--- config.mk ---
export PLATFORM = sky130hd
export DESIGN_NAME = flv_first_av_tag_locator
export DESIGN_NICKNAME = d
export VERILOG_FILES = /design/src/hw/rtl/flvtl_pkg.sv /design/src/hw/rtl/flv_first_av_tag_locator.sv /design/src/hw/rtl/flvtl_cfg_regs.sv
export VERILOG_INCLUDE_DIRS = /design/src /design/src/hw/rtl
export SDC_FILE = /design/constraint.sdc
export NUM_CORES = 1
export LEC_CHECK = 0
export BUFFER_PORTS_ARGS = -buffer_cell sky130_fd_sc_hd__buf_2
export CAP_MARGIN = 15
export CORE_MARGIN = 2
export CORE_UTILIZATION = 35
export CTS_BUF_LIST = sky130_fd_sc_hd__clkbuf_4
export DETAILED_ROUTE_END_ITERATION = 6
export GPL_TIMING_DRIVEN = 0
export SKIP_LAST_GASP = 1
export SLEW_MARGIN = 20
export SYNTH_ARGS = -nofsm -noshare
export SYNTH_HDL_FRONTEND = slang
export SYNTH_HIERARCHICAL = 1
export SYNTH_SLANG_ARGS = --single-unit
--- constraint.sdc ---
create_clock -name i_clk -period 14.48 [get_ports i_clk]
set_input_delay 1.448 -clock i_clk [delete_from_list [all_inputs] [get_ports i_clk]]
set_output_delay 1.448 -clock i_clk [all_outputs]
set_load 0.05 [all_outputs]
--- src/hw/rtl/flv_first_av_tag_locator_assert.svh ---
// Assertion macros shared by the tag locator RTL.
// Depends on nothing; included by files that carry concurrent checks.
`ifndef FLV_FIRST_AV_TAG_LOCATOR_ASSERT_SVH
`define FLV_FIRST_AV_TAG_LOCATOR_ASSERT_SVH

// Same-cycle implication, disabled while reset is asserted.
`define FLVTL_ASSERT_NOW(name, clk, rst_n, ante, cons) \
    name: assert property (@(posedge clk) disable iff (!rst_n) (ante) |-> (cons)) \
        else $error("%m: same-cycle check failed");

// Next-cycle implication, disabled while reset is asserted.
`define FLVTL_ASSERT_NEXT(name, clk, rst_n, ante, cons) \
    name: assert property (@(posedge clk) disable iff (!rst_n) (ante) |=> (cons)) \
        else $error("%m: next-cycle check failed");

`endif

--- src/hw/rtl/flvtl_pkg.sv ---
// Shared types and constants for the FLV first audio/video tag locator.
// Depends on nothing; used by flvtl_cfg_regs and the top level.
`timescale 1ns / 1ps
`default_nettype none

package flvtl_pkg;

    // Configuration register indexes.
    typedef enum logic [1:0] {
        CFG_BASE_OFFSET    = 2'd0,
        CFG_BUFFER_LENGTH  = 2'd1,
        CFG_AUDIO_TAG_TYPE = 2'd2,
        CFG_VIDEO_TAG_TYPE = 2'd3
    } t_cfg_index;

    // Configuration values seen by the walker.
    typedef struct packed {
        logic [31:0] base_offset;
        logic [31:0] buffer_length;
        logic [7:0]  audio_tag_type;
        logic [7:0]  video_tag_type;
    } t_cfg;

    localparam logic [7:0]  AUDIO_TYPE_RESET = 8'd8;
    localparam logic [7:0]  VIDEO_TYPE_RESET = 8'd9;

    // Position of the last byte of the leading previous-tag-size field.
    localparam logic [31:0] PREV_SIZE_LAST   = 32'd3;
    // A tag header is 11 bytes; the end offset counts from the type byte.
    localparam logic [31:0] TAG_HDR_LEN      = 32'd11;
    // Header (11) + data + previous size (4) + next header (11) must fit.
    localparam logic [32:0] NEED_EXTRA       = 33'd26;
    // Bytes skipped after the size field, added to the data size: rest of header (7) + previous size (4).
    localparam logic [24:0] TAIL_SKIP        = 25'd11;
    // Number of data size bytes.
    localparam logic [24:0] SIZE_BYTES       = 25'd3;

endpackage

`default_nettype wire

--- src/hw/rtl/flv_first_av_tag_locator.sv ---
// Channel  Direction  Handshake                 Payload
// in       sink       i_in_valid / o_in_ready   i_data_byte, i_first_byte
// out      source     o_out_valid / i_out_ready o_status, o_audio_found, o_video_found,
//                                               o_audio_end, o_video_end
// cfg      sink       i_cfg_valid / o_cfg_ready i_cfg_index, i_cfg_data
//
// One byte is accepted per cycle while o_in_ready is high; the walker state updates in the same cycle.
// A result is registered on the edge that takes the third size byte of a tag
// and is offered on the output the next cycle.
// o_in_ready is low only while a result is held and the sink stalls it.
// Reset is synchronous, active low; configuration writes are always taken.
// Depends on flvtl_pkg, flvtl_cfg_regs and the assertion macro header.
`timescale 1ns / 1ps
`default_nettype none

`include "flv_first_av_tag_locator_assert.svh"

module flv_first_av_tag_locator (
    input  wire logic        i_clk,
    input  wire logic        i_rst_n,
    input  wire logic        i_in_valid,
    output      logic        o_in_ready,
    input  wire logic [7:0]  i_data_byte,
    input  wire logic        i_first_byte,
    output      logic        o_out_valid,
    input  wire logic        i_out_ready,
    output      logic        o_status,
    output      logic        o_audio_found,
    output      logic        o_video_found,
    output      logic [31:0] o_audio_end,
    output      logic [31:0] o_video_end,
    input  wire logic        i_cfg_valid,
    output      logic        o_cfg_ready,
    input  wire logic [1:0]  i_cfg_index,
    input  wire logic [31:0] i_cfg_data
);

    typedef enum logic [1:0] {
        PH_PREV,
        PH_TYPE,
        PH_SIZE,
        PH_BODY
    } t_phase;

    flvtl_pkg::t_cfg w_cfg;

    // Walker state.
    t_phase      r_phase,     n_phase;
    logic [31:0] r_pos,       n_pos;
    logic [24:0] r_skip,      n_skip;
    logic [7:0]  r_type,      n_type;
    logic [15:0] r_size,      n_size;
    logic [31:0] r_end_base,  n_end_base;
    logic [32:0] r_need_base, n_need_base;
    logic        r_a_seen,    n_a_seen;
    logic        r_v_seen,    n_v_seen;
    logic [31:0] r_a_end,     n_a_end;
    logic [31:0] r_v_end,     n_v_end;
    logic        r_done,      n_done;

    // Result register.
    logic        r_out_valid;
    logic        r_status;
    logic        r_a_found;
    logic        r_v_found;
    logic [31:0] r_a_out;
    logic [31:0] r_v_out;

    logic        w_in_fire;
    logic        w_push;
    logic        w_status;

    // Walker state after a possible restart marker.
    t_phase      c_phase;
    logic [31:0] c_pos;
    logic        c_a_seen;
    logic        c_v_seen;
    logic [31:0] c_a_end;
    logic [31:0] c_v_end;
    logic        c_done;

    logic [23:0] w_size_new;
    logic [24:0] w_skip_dec;
    logic [31:0] w_end;
    logic [33:0] w_need;
    logic        w_is_audio;
    logic        w_is_video;

    flvtl_cfg_regs u_cfg_regs (
        .i_clk       (i_clk),
        .i_rst_n     (i_rst_n),
        .i_cfg_valid (i_cfg_valid),
        .i_cfg_index (i_cfg_index),
        .i_cfg_data  (i_cfg_data),
        .o_cfg       (w_cfg)
    );

    assign o_cfg_ready = 1'b1;
    assign o_in_ready  = !r_out_valid || i_out_ready;
    assign w_in_fire   = i_in_valid && o_in_ready;

    // Shared arithmetic for the last size byte of a tag. The base offset is
    // taken at this point, so a register write between tags is honored.
    assign w_size_new = {r_size, i_data_byte};
    assign w_skip_dec = r_skip - 25'd1;
    assign w_end      = w_cfg.base_offset + r_end_base + {8'd0, w_size_new};
    assign w_need     = {1'b0, r_need_base} + {10'd0, w_size_new};
    assign w_is_audio = (r_type == w_cfg.audio_tag_type);
    assign w_is_video = !w_is_audio && (r_type == w_cfg.video_tag_type);

    // A first-byte marker restarts the walk before the byte is used.
    always_comb begin
        if (i_first_byte) begin
            c_phase  = PH_PREV;
            c_pos    = '0;
            c_a_seen = 1'b0;
            c_v_seen = 1'b0;
            c_a_end  = '0;
            c_v_end  = '0;
            c_done   = 1'b0;
        end else begin
            c_phase  = r_phase;
            c_pos    = r_pos;
            c_a_seen = r_a_seen;
            c_v_seen = r_v_seen;
            c_a_end  = r_a_end;
            c_v_end  = r_v_end;
            c_done   = r_done;
        end
    end

    // Next walker state for an accepted byte.
    always_comb begin
        n_phase     = r_phase;
        n_pos       = r_pos;
        n_skip      = r_skip;
        n_type      = r_type;
        n_size      = r_size;
        n_end_base  = r_end_base;
        n_need_base = r_need_base;
        n_a_seen    = r_a_seen;
        n_v_seen    = r_v_seen;
        n_a_end     = r_a_end;
        n_v_end     = r_v_end;
        n_done      = r_done;
        w_push      = 1'b0;
        w_status    = 1'b0;

        if (w_in_fire) begin
            n_phase  = c_phase;
            n_pos    = c_pos;
            n_a_seen = c_a_seen;
            n_v_seen = c_v_seen;
            n_a_end  = c_a_end;
            n_v_end  = c_v_end;
            n_done   = c_done;

            if (!c_done) begin
                n_pos = c_pos + 32'd1;
                case (c_phase)
                    PH_PREV: begin
                        if (c_pos >= flvtl_pkg::PREV_SIZE_LAST) begin
                            n_phase = PH_TYPE;
                        end
                    end
                    PH_TYPE: begin
                        n_type      = i_data_byte;
                        n_size      = '0;
                        n_skip      = flvtl_pkg::SIZE_BYTES;
                        n_end_base  = c_pos + flvtl_pkg::TAG_HDR_LEN;
                        n_need_base = {1'b0, c_pos} + flvtl_pkg::NEED_EXTRA;
                        n_phase     = PH_SIZE;
                    end
                    PH_SIZE: begin
                        n_size = w_size_new[15:0];
                        n_skip = w_skip_dec;
                        if (w_skip_dec == '0) begin
                            // Record the first tag of each kind.
                            if (w_is_audio && !c_a_seen) begin
                                n_a_seen = 1'b1;
                                n_a_end  = w_end;
                            end
                            if (w_is_video && !c_v_seen) begin
                                n_v_seen = 1'b1;
                                n_v_end  = w_end;
                            end
                            if (n_a_seen && n_v_seen) begin
                                w_push = 1'b1;
                                n_done = 1'b1;
                            end else if ({2'b00, w_cfg.buffer_length} < w_need) begin
                                w_push   = 1'b1;
                                w_status = 1'b1;
                                n_done   = 1'b1;
                            end else begin
                                n_skip  = {1'b0, w_size_new} + flvtl_pkg::TAIL_SKIP;
                                n_phase = PH_BODY;
                            end
                        end
                    end
                    PH_BODY: begin
                        n_skip = w_skip_dec;
                        if (w_skip_dec == '0) begin
                            n_phase = PH_TYPE;
                        end
                    end
                    default: n_phase = PH_PREV;
                endcase
            end
        end
    end

    // Walker state and result register.
    always_ff @(posedge i_clk) begin
        if (!i_rst_n) begin
            r_phase     <= PH_PREV;
            r_pos       <= '0;
            r_a_seen    <= 1'b0;
            r_v_seen    <= 1'b0;
            r_a_end     <= '0;
            r_v_end     <= '0;
            r_done      <= 1'b0;
            r_out_valid <= 1'b0;
        end else begin
            r_phase  <= n_phase;
            r_pos    <= n_pos;
            r_a_seen <= n_a_seen;
            r_v_seen <= n_v_seen;
            r_a_end  <= n_a_end;
            r_v_end  <= n_v_end;
            r_done   <= n_done;
            if (w_push) begin
                r_out_valid <= 1'b1;
            end else if (i_out_ready) begin
                r_out_valid <= 1'b0;
            end
        end
        r_skip      <= n_skip;
        r_type      <= n_type;
        r_size      <= n_size;
        r_end_base  <= n_end_base;
        r_need_base <= n_need_base;
        if (w_push) begin
            r_status  <= w_status;
            r_a_found <= n_a_seen;
            r_v_found <= n_v_seen;
            r_a_out   <= n_a_end;
            r_v_out   <= n_v_end;
        end
    end

    assign o_out_valid   = r_out_valid;
    assign o_status      = r_status;
    assign o_audio_found = r_a_found;
    assign o_video_found = r_v_found;
    assign o_audio_end   = r_a_out;
    assign o_video_end   = r_v_out;

    // A success beat always reports both tags.
    `FLVTL_ASSERT_NOW(a_success_both, i_clk, i_rst_n, o_out_valid && !o_status, o_audio_found && o_video_found)
    // An audio end offset that was never recorded reads as zero.
    `FLVTL_ASSERT_NOW(a_audio_end_zero, i_clk, i_rst_n, !r_a_seen, r_a_end == 32'd0)
    // Emitting a result closes the walk until the next marker.
    `FLVTL_ASSERT_NEXT(a_done_after_push, i_clk, i_rst_n, w_push, r_done && o_out_valid)

endmodule

`default_nettype wire

--- src/hw/rtl/flvtl_cfg_regs.sv ---
// Configuration register file for the tag locator.
// Depends on flvtl_pkg for the register indexes and the t_cfg struct.
`timescale 1ns / 1ps
`default_nettype none

module flvtl_cfg_regs (
    input  wire logic                 i_clk,
    input  wire logic                 i_rst_n,
    input  wire logic                 i_cfg_valid,
    input  wire logic [1:0]           i_cfg_index,
    input  wire logic [31:0]          i_cfg_data,
    output flvtl_pkg::t_cfg           o_cfg
);

    flvtl_pkg::t_cfg r_cfg;
    flvtl_pkg::t_cfg n_cfg;

    // Decode the write beat into the next register contents.
    always_comb begin
        n_cfg = r_cfg;
        if (i_cfg_valid) begin
            case (flvtl_pkg::t_cfg_index'(i_cfg_index))
                flvtl_pkg::CFG_BASE_OFFSET:    n_cfg.base_offset    = i_cfg_data;
                flvtl_pkg::CFG_BUFFER_LENGTH:  n_cfg.buffer_length  = i_cfg_data;
                flvtl_pkg::CFG_AUDIO_TAG_TYPE: n_cfg.audio_tag_type = i_cfg_data[7:0];
                flvtl_pkg::CFG_VIDEO_TAG_TYPE: n_cfg.video_tag_type = i_cfg_data[7:0];
                default: n_cfg = r_cfg;
            endcase
        end
    end

    always_ff @(posedge i_clk) begin
        if (!i_rst_n) begin
            r_cfg.base_offset    <= '0;
            r_cfg.buffer_length  <= '0;
            r_cfg.audio_tag_type <= flvtl_pkg::AUDIO_TYPE_RESET;
            r_cfg.video_tag_type <= flvtl_pkg::VIDEO_TYPE_RESET;
        end else begin
            r_cfg <= n_cfg;
        end
    end

    assign o_cfg = r_cfg;

endmodule

`default_nettype wire
==> Word-level counts from Yosys, hierarchy flattened <==
Index checks and enable logic that the tools add are counted.
{ "totals": {"reg_bits": 363, "in_bits": 48} }
{ "op_classes": {"add_sub_neg": 8, "magnitude_cmp": 2, "eq_ne": 8, "mux": 57, "bitwise": 4, "reduce_logical": 24} }
{ "ops": {"columns": ["cell", "n"], "rows": [
  ["$mux W32", 14],
  ["$mux W25", 3],
  ["$pmux W25 S3", 1],
  ["$add A33 B24 Y34", 1],
  ["$lt A32 B34 Y1", 1],
  ["$add A32 B5 Y33 const B", 1],
  ["$add A32 B1 Y32 const B", 1],
  ["$add A32 B24 Y32", 1],
  ["$add A32 B32 Y32", 1],
  ["$add A32 B4 Y32 const B", 1],
  ["$ge A32 B2 Y1 const B", 1],
  ["$pmux W16 S2", 1],
  ["$mux W1", 30],
  ["$add A24 B4 Y25 const B", 1],
  ["$logic_not A25 Y1", 1],
  ["$sub A25 B1 Y25 const B", 1],
  ["$eq A8 B8 Y1", 2],
  ["$mux W2", 7],
  ["$reduce_and A3 Y1", 3],
  ["$eq A2 B2 Y1 const B", 4],
  ["$pmux W2 S4", 1],
  ["$reduce_and A2 Y1", 4],
  ["$logic_and A1 B1 Y1", 5],
  ["$reduce_or A5 Y1", 1],
  ["7 further kinds", 16]
]} }

==> Depth between registers and ports, before layout <==
Gate-level depths: netlist (run 1).
{ "depth": {"word_depth": 16, "mapped_depth": 24, "depth_no_buf": 24} }

==> Cells and area by module <==
The synthesis (run 1) kept the hierarchy.
{ "by_module_without_submodules": {"columns": ["mod", "instances", "cells_each", "area_each_um2"], "rows": [
  ["flv_first_av_tag_locator", 1, 1702, 17322.9],
  ["flvtl_cfg_regs", 1, 300, 3059.2]
]} }

==> Worst setup path after synthesis (run 1) <==
Ideal clock, no wire load.
{ "synth_path": {"path_kind": "input to register", "start": "input i_data_byte[0]", "end": "register r_a_out[0], in the netlist o_audio_end[0], enable pin", "setup_ps": 502, "t_arrival_ps": 8186, "required_time_ps": 13978, "path_slack_ps": 5792, "stages": 23, "n_path_buf": 0, "cell_sequence": "ha_1 inv_1 fa_1 nand2b_1 a21oi_1 o41a_1 a311o_1 a31oi_1 o21ai_0 nand2b_1 nand2_1 a21oi_1 xor2_1 ha_1 a21o_1 a21oi_1 o21ai_0 a31oi_1 and3_1 a211oi_1 nor4b_2 nand2b_1 nor2b_1"} }
{ "synth_via": {"elab_chain_len": 8} }
{ "synth_rtl": {"columns": ["item", "line", "text"], "rows": [
  ["start, declared", "flv_first_av_tag_locator.sv:23", "input wire logic [7:0] i_data_byte,"],
  ["$add A33 B24 Y34", "flv_first_av_tag_locator.sv:107", "assign w_need = {1'b0, r_need_base} + {10'd0, w_size_new};"],
  ["$lt A32 B34 Y1", "flv_first_av_tag_locator.sv:190", "end else if ({2'b00, w_cfg.buffer_length} < w_need) begin"],
  ["$mux W1", "flv_first_av_tag_locator.sv:190", null],
  ["$mux W1", "flv_first_av_tag_locator.sv:187", "if (n_a_seen && n_v_seen) begin"],
  ["$mux W1", "flv_first_av_tag_locator.sv:177", "if (w_skip_dec == '0) begin"],
  ["$mux W1", "flv_first_av_tag_locator.sv:160", "case (c_phase)"],
  ["$mux W1", "flv_first_av_tag_locator.sv:158", "if (!c_done) begin"],
  ["$mux W1", "flv_first_av_tag_locator.sv:149", "if (w_in_fire) begin"],
  ["net w_push", "flv_first_av_tag_locator.sv:70", "logic w_push;"],
  ["end signal, assigned", "flv_first_av_tag_locator.sv:246", "r_a_out <= n_a_end;"],
  ["end, declared", "flv_first_av_tag_locator.sv:66", "logic [31:0] r_a_out;"]
]} }
The timed path passes the listed nets, and every way through them passes these cells.
A chain may end at the register's enable or synchronous reset.

==> Final worst setup path (run 1) <==
{ "layout_path": {"start": "input i_data_byte[0]", "end": "register r_skip[14], data pin"} }
{ "layout_via": {"elab_chain_len": 6} }
{ "layout_rtl": {"columns": ["item", "line", "text"], "rows": [
  ["$add A33 B24 Y34", "flv_first_av_tag_locator.sv:107", null],
  ["$lt A32 B34 Y1", "flv_first_av_tag_locator.sv:190", null],
  ["$mux W25 (*)", "flv_first_av_tag_locator.sv:190", null],
  ["$mux W25 (*)", "flv_first_av_tag_locator.sv:187", null],
  ["$mux W25 (*)", "flv_first_av_tag_locator.sv:177", null],
  ["$pmux W25 S3 (*)", "flv_first_av_tag_locator.sv:160", null],
  ["end signal, assigned", "flv_first_av_tag_locator.sv:237", "r_skip <= n_skip;"],
  ["end, declared", "flv_first_av_tag_locator.sv:50", "logic [24:0] r_skip, n_skip;"]
]} }
Mark *: on every way between the ends. The rest lies on a longest branch, timed or not.

==> results of run 1 <==
-- metrics by stage --
step	setup WS (ns)	instance area [um^2]	hold WS [ns]	util (%)
floorplan	5.79	20400	0.433	-
global placement	3.15	21900	0.445	38.0
detailed placement	5.91	22000	0.458	38.3
CTS	6.75	23300	0.470	40.4
global route	6.32	23300	0.487	40.5
finish	6.48	23300	0.467	40.5
-- critical path: stages --
cell	delay, ns
buf_2	0.17
ha_1	0.23
inv_1	0.07
fa_1	0.19
nand2b_1	0.14
a21oi_1	0.10
o41a_1	0.44
a311o_1	0.43
a31oi_1	0.55
o21ai_0	0.30
nand2b_1	0.14
nand2_1	0.06
a21oi_1	0.19
xor2_1	0.11
ha_1	0.31
nand3_1	0.11
nor3_1	0.42
o211ai_1	0.18
and3_1	0.24
a211oi_1	0.71
nor4b_2	0.86
nand3b_1	0.32
a21oi_1	0.65
o22ai_1	0.15
-- routing by layer --
| metal | track usage (%) | part of all wire (%) | vias up |
|---|---|---|---|
| li1 | - | - | 7662 |
| met1 | 28.0 | 45 | 7954 |
| met2 | 32.5 | 45 | 597 |
| met3 | 4.02 | 6.4 | 133 |
| met4 | 8.41 | 3.6 | 0 |
| met5 | 0 | 0 | - |
-- kinds of logic after synthesis --
kind of cell	share of synthesized area, %
DFF	44.5
buffers and inverters	3.49
adders and majority gates	8.88
and+or+nand+nor	19.1
muxes	4.03
other	0.0184
xor gates and xnor gates	8.55
AOI/OAI and AO/OA	11.4
-- power by group through the flow --
stage               clock (mW)  combinational (mW)  sequential (mW)
finish                   0.921               0.201             1.08
global route             0.999               0.219             1.08
CTS                      0.947               0.200             1.08
detailed placement           0               0.199             1.11
global placement             0               0.196             1.11
floorplan                    0               0.132             1.10
-- final cells by class --
| cell class | count | area, um^2 | area share (%) |
|---|---|---|---|
| Sequential cell | 363 | 9080 | 39.0 |
| Buffer | 91 | 542 | 2.32 |
| Clock inverter | 25 | 100 | 0.430 |
| Timing Repair Buffer | 119 | 673 | 2.89 |
| Inverter | 45 | 169 | 0.725 |
| Antenna cell | 8 | 20.0 | 0.0859 |
| Clock buffer | 153 | 1150 | 4.93 |
| Tap cell | 765 | 957 | 4.11 |
| Multi-Input combinational cell | 1503 | 10600 | 45.6 |
-- sequential cells by signal (all words and copies together) (netlist names) --
signal	count
u_cfg_regs/o_cfg	80
r_need_base	33
o_audio_end	32
o_video_end	32
r_a_end	32
r_end_base	32
r_pos	32
r_v_end	32
r_skip	25
r_size	16
r_type	8
r_phase	2
o_audio_found	1
o_out_valid	1
o_status	1
o_video_found	1
r_a_seen	1
r_done	1
r_v_seen	1
-- placed cells by master, fill, tap and decap left out, drive strengths merged, types with 57 or more instances in the layout --
cell    Yosys  routed
nand2     262     262
ha        103     103
edfxtp    181     181
dfxtp     182     182
buf        42     161
a22o       65      65
nor2      114     114
clkbuf     49     202
and2      117     117
xnor2     108     108
mux2i      81      81
o21ai      57      57
a21oi      74      74
xor2       91      91
-- worst paths after layout --
path                          end  cells after the start  slack, ns            startpoint
min          u_cfg_regs/o_cfg[42]                      2       0.47  u_cfg_regs/o_cfg[42]
min reg2reg  u_cfg_regs/o_cfg[42]                      2       0.47  u_cfg_regs/o_cfg[42]
max reg2reg            r_skip[14]                     23       6.89        r_need_base[0]
max                    r_skip[14]                     24       6.48        i_data_byte[0]
==> impl_metrics.tcl, run 1 <==
set metrics [dict create \
    pwr-share-seq_pct 49.1 \
    ant_nets 0 \
    finalWeightedCongestion 0.963 \
    rows 88 \
    ctsHoldBuffers 0 \
    crit_arrival_ns 8.52 \
    maxCapViolCount 0 \
    area_growth_pct 14.3 \
    synth_top_area_share_pct 26.7 \
    grt.total_usage_pct 20.7 \
    status "complete, no violations" \
    antenna_found_initial 4 \
    yosysMostFrequentCell "nand2_1" \
    numCtsBuffers 95 \
    crit_type "in -> reg" \
    clk_path_buf_depth 3 \
    total_power_mw 2.21 \
    leakage_nw 8.85 \
    final.setup.tns_ns 0 \
    startpoint_type "input port" \
    port_buffers 114 \
    worst-endpoint-required_ns 15.00 \
    start_util_pct 35.4 \
    fin_skew_ns 0.0703 \
    end_kind "flip-flop" \
    grt_pass1_vias 16000 \
    dieHeight_um 245 \
    die_w_um 245 \
    cts_tree "yes" \
    power.share.combinational_pct 9.1 \
    tightest_slew_ns 1.19 \
    yosysWarnings 6 \
    synth_seq_area_share_pct 44.5 \
    wl_mm 62.7 \
    drt_iter0_drc 1332 \
    final_max_slew_viol_count 0 \
    synth_ff_type "dfxtp_1" \
    rsz0062_at_grt "false" \
    clk_pin_slew_ns 0.07 \
    fillers 5663 \
    dp.cells 2886 \
    ys_types 81 \
    wl_per_cell_um 20.4 \
    syn_area_per_cell_um2 10.2 \
    period_share_pct 55.3 \
    min_path_type "reg -> reg" \
    ys_ff_latch 363 \
    yosysTopAreaCell "edfxtp_1" \
    nets 2395 \
    crit_fanout 5 \
    p_int_mw 1.63 \
    dieArea_mm2 0.0602 \
    htree_levels 3 \
    period_needed_ns 8.00 \
    cellPowerDensity_mw_per_mm2 94.7 \
    cts_resized 0 \
    netSwitchingPower_mw 0.580 \
    grt_max_degree 51 \
    insertion_delay_ns 0.87 \
    fin_cells 3072 \
    async_reset_ff_share_pct 0 \
    cts_setup_buffers 0 \
    via_per_inst 5.32 \
    coreArea_mm2 0.0576 \
    synthCells 2002 \
    hold_violations 0 \
    cts.sinks 363 \
    setup_viol 0 \
    max_freq_ghz 0.125 \
    irDropWorstVdd_uv 53.6 \
    clock_power_share_pct 41.7 \
    vias 16300 \
    synth_area_leaders "edfxtp_1 27%, dfxtp_1 18%, ha_1 6.3%, nand2_1 4.8%, xnor2_1 4.6%" \
    swShare_pct 26.3 \
    grt_overflow 0 \
    remaining_drc_errors 0 \
    cts-root-buf "clkbuf_4" \
    grt_pass1_wl_mm 94.4 \
    slew_headroom_pct 18.7 \
    ys_top_cells_by_count "262 x nand2_1, 182 x dfxtp_1, 181 x edfxtp_1" \
    synth_area_mm2 0.0204 \
    drive_gt1_share_pct 15.4 \
    synth-edff-count 181 \
    ios 118 \
    syn-num-nets 2179 \
    dr.pass1.iters 6 \
    dp_hpwl_mm 47.6 \
]
(Power assumes the default switching activity.)
==> inputs of run 2 (changes only) <==
- ABC_AREA: not set -> 1
- clock period: 14.48 -> 7.49 ns (I/O delays scaled with it)
==> run 2 against run 1 <==
The run now ends with design-rule violations left. Clock-buffer cell count grew 7. Combinational power increased to 3.2 times the previous value. Clock power increased by 110%. Clock skew is 0.016 ns higher. Via count up 28%. Cell count increased by 40%. Register-to-register slack lost 5.5 ns. Setup slack worse by 5.0 ns. Non-clock buffer count rose by 12. Cell area up 12%. Sequential share of layout area is 4.2 points lower.
==> impl_metrics.tcl, run 2 <==
set metrics [dict create \
    rsz0062_at_grt "false" \
    critPathSlowestCell "edfxtp_1" \
    dp_hpwl_mm 57.8 \
    cts_resized 0 \
    violations "design-rule violations" \
    route.met3.wl_mm 4.52 \
    clk_pin_slew_ns 0.07 \
    synthCells 3120 \
    setup_viol 0 \
    startpoint_type "flip-flop" \
    slew_headroom_pct 33.7 \
    synth_area_leaders "edfxtp_1 24%, dfxtp_1 16%, nand2_1 12%, inv_1 7.4%, nor2_1 6.8%" \
    yosysMostFrequentCell "nand2_1" \
    die_w_um 260 \
    grt.total_usage_pct 21.6 \
    yosysTopAreaCell "edfxtp_1" \
    tightest_slew_ns 0.987 \
    grt_overflow 0 \
    synth-edff-count 181 \
    grt_pass1_wl_mm 112 \
    htree_levels 3 \
    finalWeightedCongestion 0.959 \
    synth_ff_type "dfxtp_1" \
    preCtsSetupSlack_ns 1.07 \
    critical-path-max-stage-delay_ns 0.58 \
    numCtsBuffers 100 \
    crit_type "reg -> reg" \
    top_layer "met4" \
    end_kind "flip-flop" \
    async_reset_ff_share_pct 0 \
    period_share_pct 80.8 \
    cts_setup_buffers 0 \
    dr.pass1.iters 7 \
    synth_seq_area_share_pct 39.5 \
    worst-endpoint-required_ns 8.02 \
    crit_fanout 13 \
    ys_ff_latch 363 \
    syn-num-nets 3297 \
    insertion_delay_ns 0.88 \
    total_power_mw 4.72 \
    ant_nets 0 \
    leakage_nw 11.7 \
    final_max_slew_viol_count 0 \
    area_growth_pct 13.8 \
    final.setup.tns_ns 0 \
    wl_mm 73.6 \
    syn_area_per_cell_um2 7.37 \
    wl_met2_mm 35.1 \
    ys_top_cells_by_count "739 x nand2_1, 453 x inv_1, 414 x nor2_1" \
    port_buffers 116 \
    hold_violations 0 \
    synth_top_area_share_pct 23.6 \
    routedLengthMet1_mm 32.1 \
    period_needed_ns 6.05 \
    antenna_found_initial 2 \
    dieHeight_um 260 \
    grt_pass1_vias 19800 \
    drt_iter0_drc 1656 \
    largest_reg_flops 80 \
    fin_skew_ns 0.0859 \
    cts.sinks 363 \
    dieArea_mm2 0.0677 \
    cts-root-buf "clkbuf_4" \
    synth_area_mm2 0.0230 \
    status "finished with violations" \
    ctsHoldBuffers 0 \
    maxCapViolCount 0 \
    rows 93 \
    final_area_mm2 0.0261 \
    layout_setup_ws_ns 1.44 \
    wl_per_cell_um 17.2 \
    grt_max_degree 30 \
    cts_tree "yes" \
    drive_gt1_share_pct 11.4 \
    via_per_inst 4.89 \
    min_path_type "in -> reg" \
    hold_ws_ns 0.154 \
    crit_arrival_ns 6.58 \
    remaining_drc_errors 1 \
    yosysWarnings 6 \
    placed_cell_area_mm2 0.0248 \
    irDropWorstVdd_uv 95.1 \
    mostFrequentLayoutCells "739 x nand2_1, 453 x inv_1, 411 x nor2_1" \
    ios 118 \
    vias 21000 \
    ys_types 55 \
    max_freq_ghz 0.165 \
    crit_path_frequent_cell "nand2_1" \
    clk_path_buf_depth 3 \
    coreArea_mm2 0.0647 \
    start_util_pct 35.5 \
    nets 3524 \
    layout_commonest_cell "nand2_1" \
    cellPowerDensity_mw_per_mm2 180 \
]
run 2: changes by cell type in the layout (fill, tap and decap cells not counted), sizes merged, moves of 28 or more:
cell | previous run | this run
nand2 | 262 | 753
inv | 47 | 461
nor2 | 114 | 428
nand3 | 51 | 235
and2 | 117 | 4
a21oi | 74 | 178
mux2i | 81 | 0
a22o | 65 | 0
xnor2 | 108 | 44
o21ai | 57 | 120
nor2b | 35 | 1
nor3 | 35 | 63
run 2: worst paths after layout:
| path | start | end | slack, ns | cells after the start |
|---|---|---|---|---|
| worst min register to register | r_pos[1] | r_pos[1] | 0.46 | 2 |
| worst max-delay path | r_size[0] | o_video_end[2] | 1.44 | 30 |
| worst min-delay path | i_cfg_data[22] | u_cfg_regs/o_cfg[38] | 0.15 | 3 |
| worst max register to register | r_size[0] | o_video_end[2] | 1.44 | 30 |
run 2: critical path, delay by kind of cell, from the launching register on:
family	cells	cell delay (ns)
and+or+nand+nor	14	1.60
buffers and inverters	9	1.33
AOI/OAI and AO/OA	4	1.15
adders and majority gates	2	0.80
DFF	1	0.58
xor gates and xnor gates	1	0.25
run 2: logic make-up after synthesis:
group / share of synthesized area (%)
AO/OA/AOI/OAI: 8.00
XOR/XNOR: 6.17
adder cells (fa/ha/maj): 7.87
buffers and inverters: 9.43
flip-flops: 39.5
other: 0.0163
AND/OR/NAND/NOR: 29.0
run 2: final cells by class:
type / instances / area, um^2
multi-input combinational: 2198 / 11800
antenna: 2 / 5.00
sequential: 363 / 9080
clock inverter: 29 / 153
buffer: 97 / 434
timing repair buffer: 125 / 697
fill: 6946 / 38500
inverter: 462 / 1730
clock buffer: 160 / 1200
tap: 855 / 1070
run 2: power breakdown:
part | switching (mW) | leakage (nW) | total, mW | internal, mW
clock network | 0.891 | 0.809 | 1.89 | 1.00
logic | 0.453 | 7.82 | 0.653 | 0.200
registers | 0.0424 | 3.12 | 2.17 | 2.13
run 2: per-layer routing:
| metal | up-vias | GRT usage [%] |
|---|---|---|
| met1 | 9755 | 28.1 |
| met5 | - | 0 |
| met3 | 107 | 3.62 |
| met2 | 601 | 36.6 |
| li1 | 10500 | - |
| met4 | 0 | 7.14 |
run 2: per-stage QoR:
step,instances,utilization (%)
after floorplan,3120,-
after global placement,4091,38.1
after detailed placement,4100,38.3
after CTS,4289,40.4
after global routing,4291,40.4
final,4291,40.4
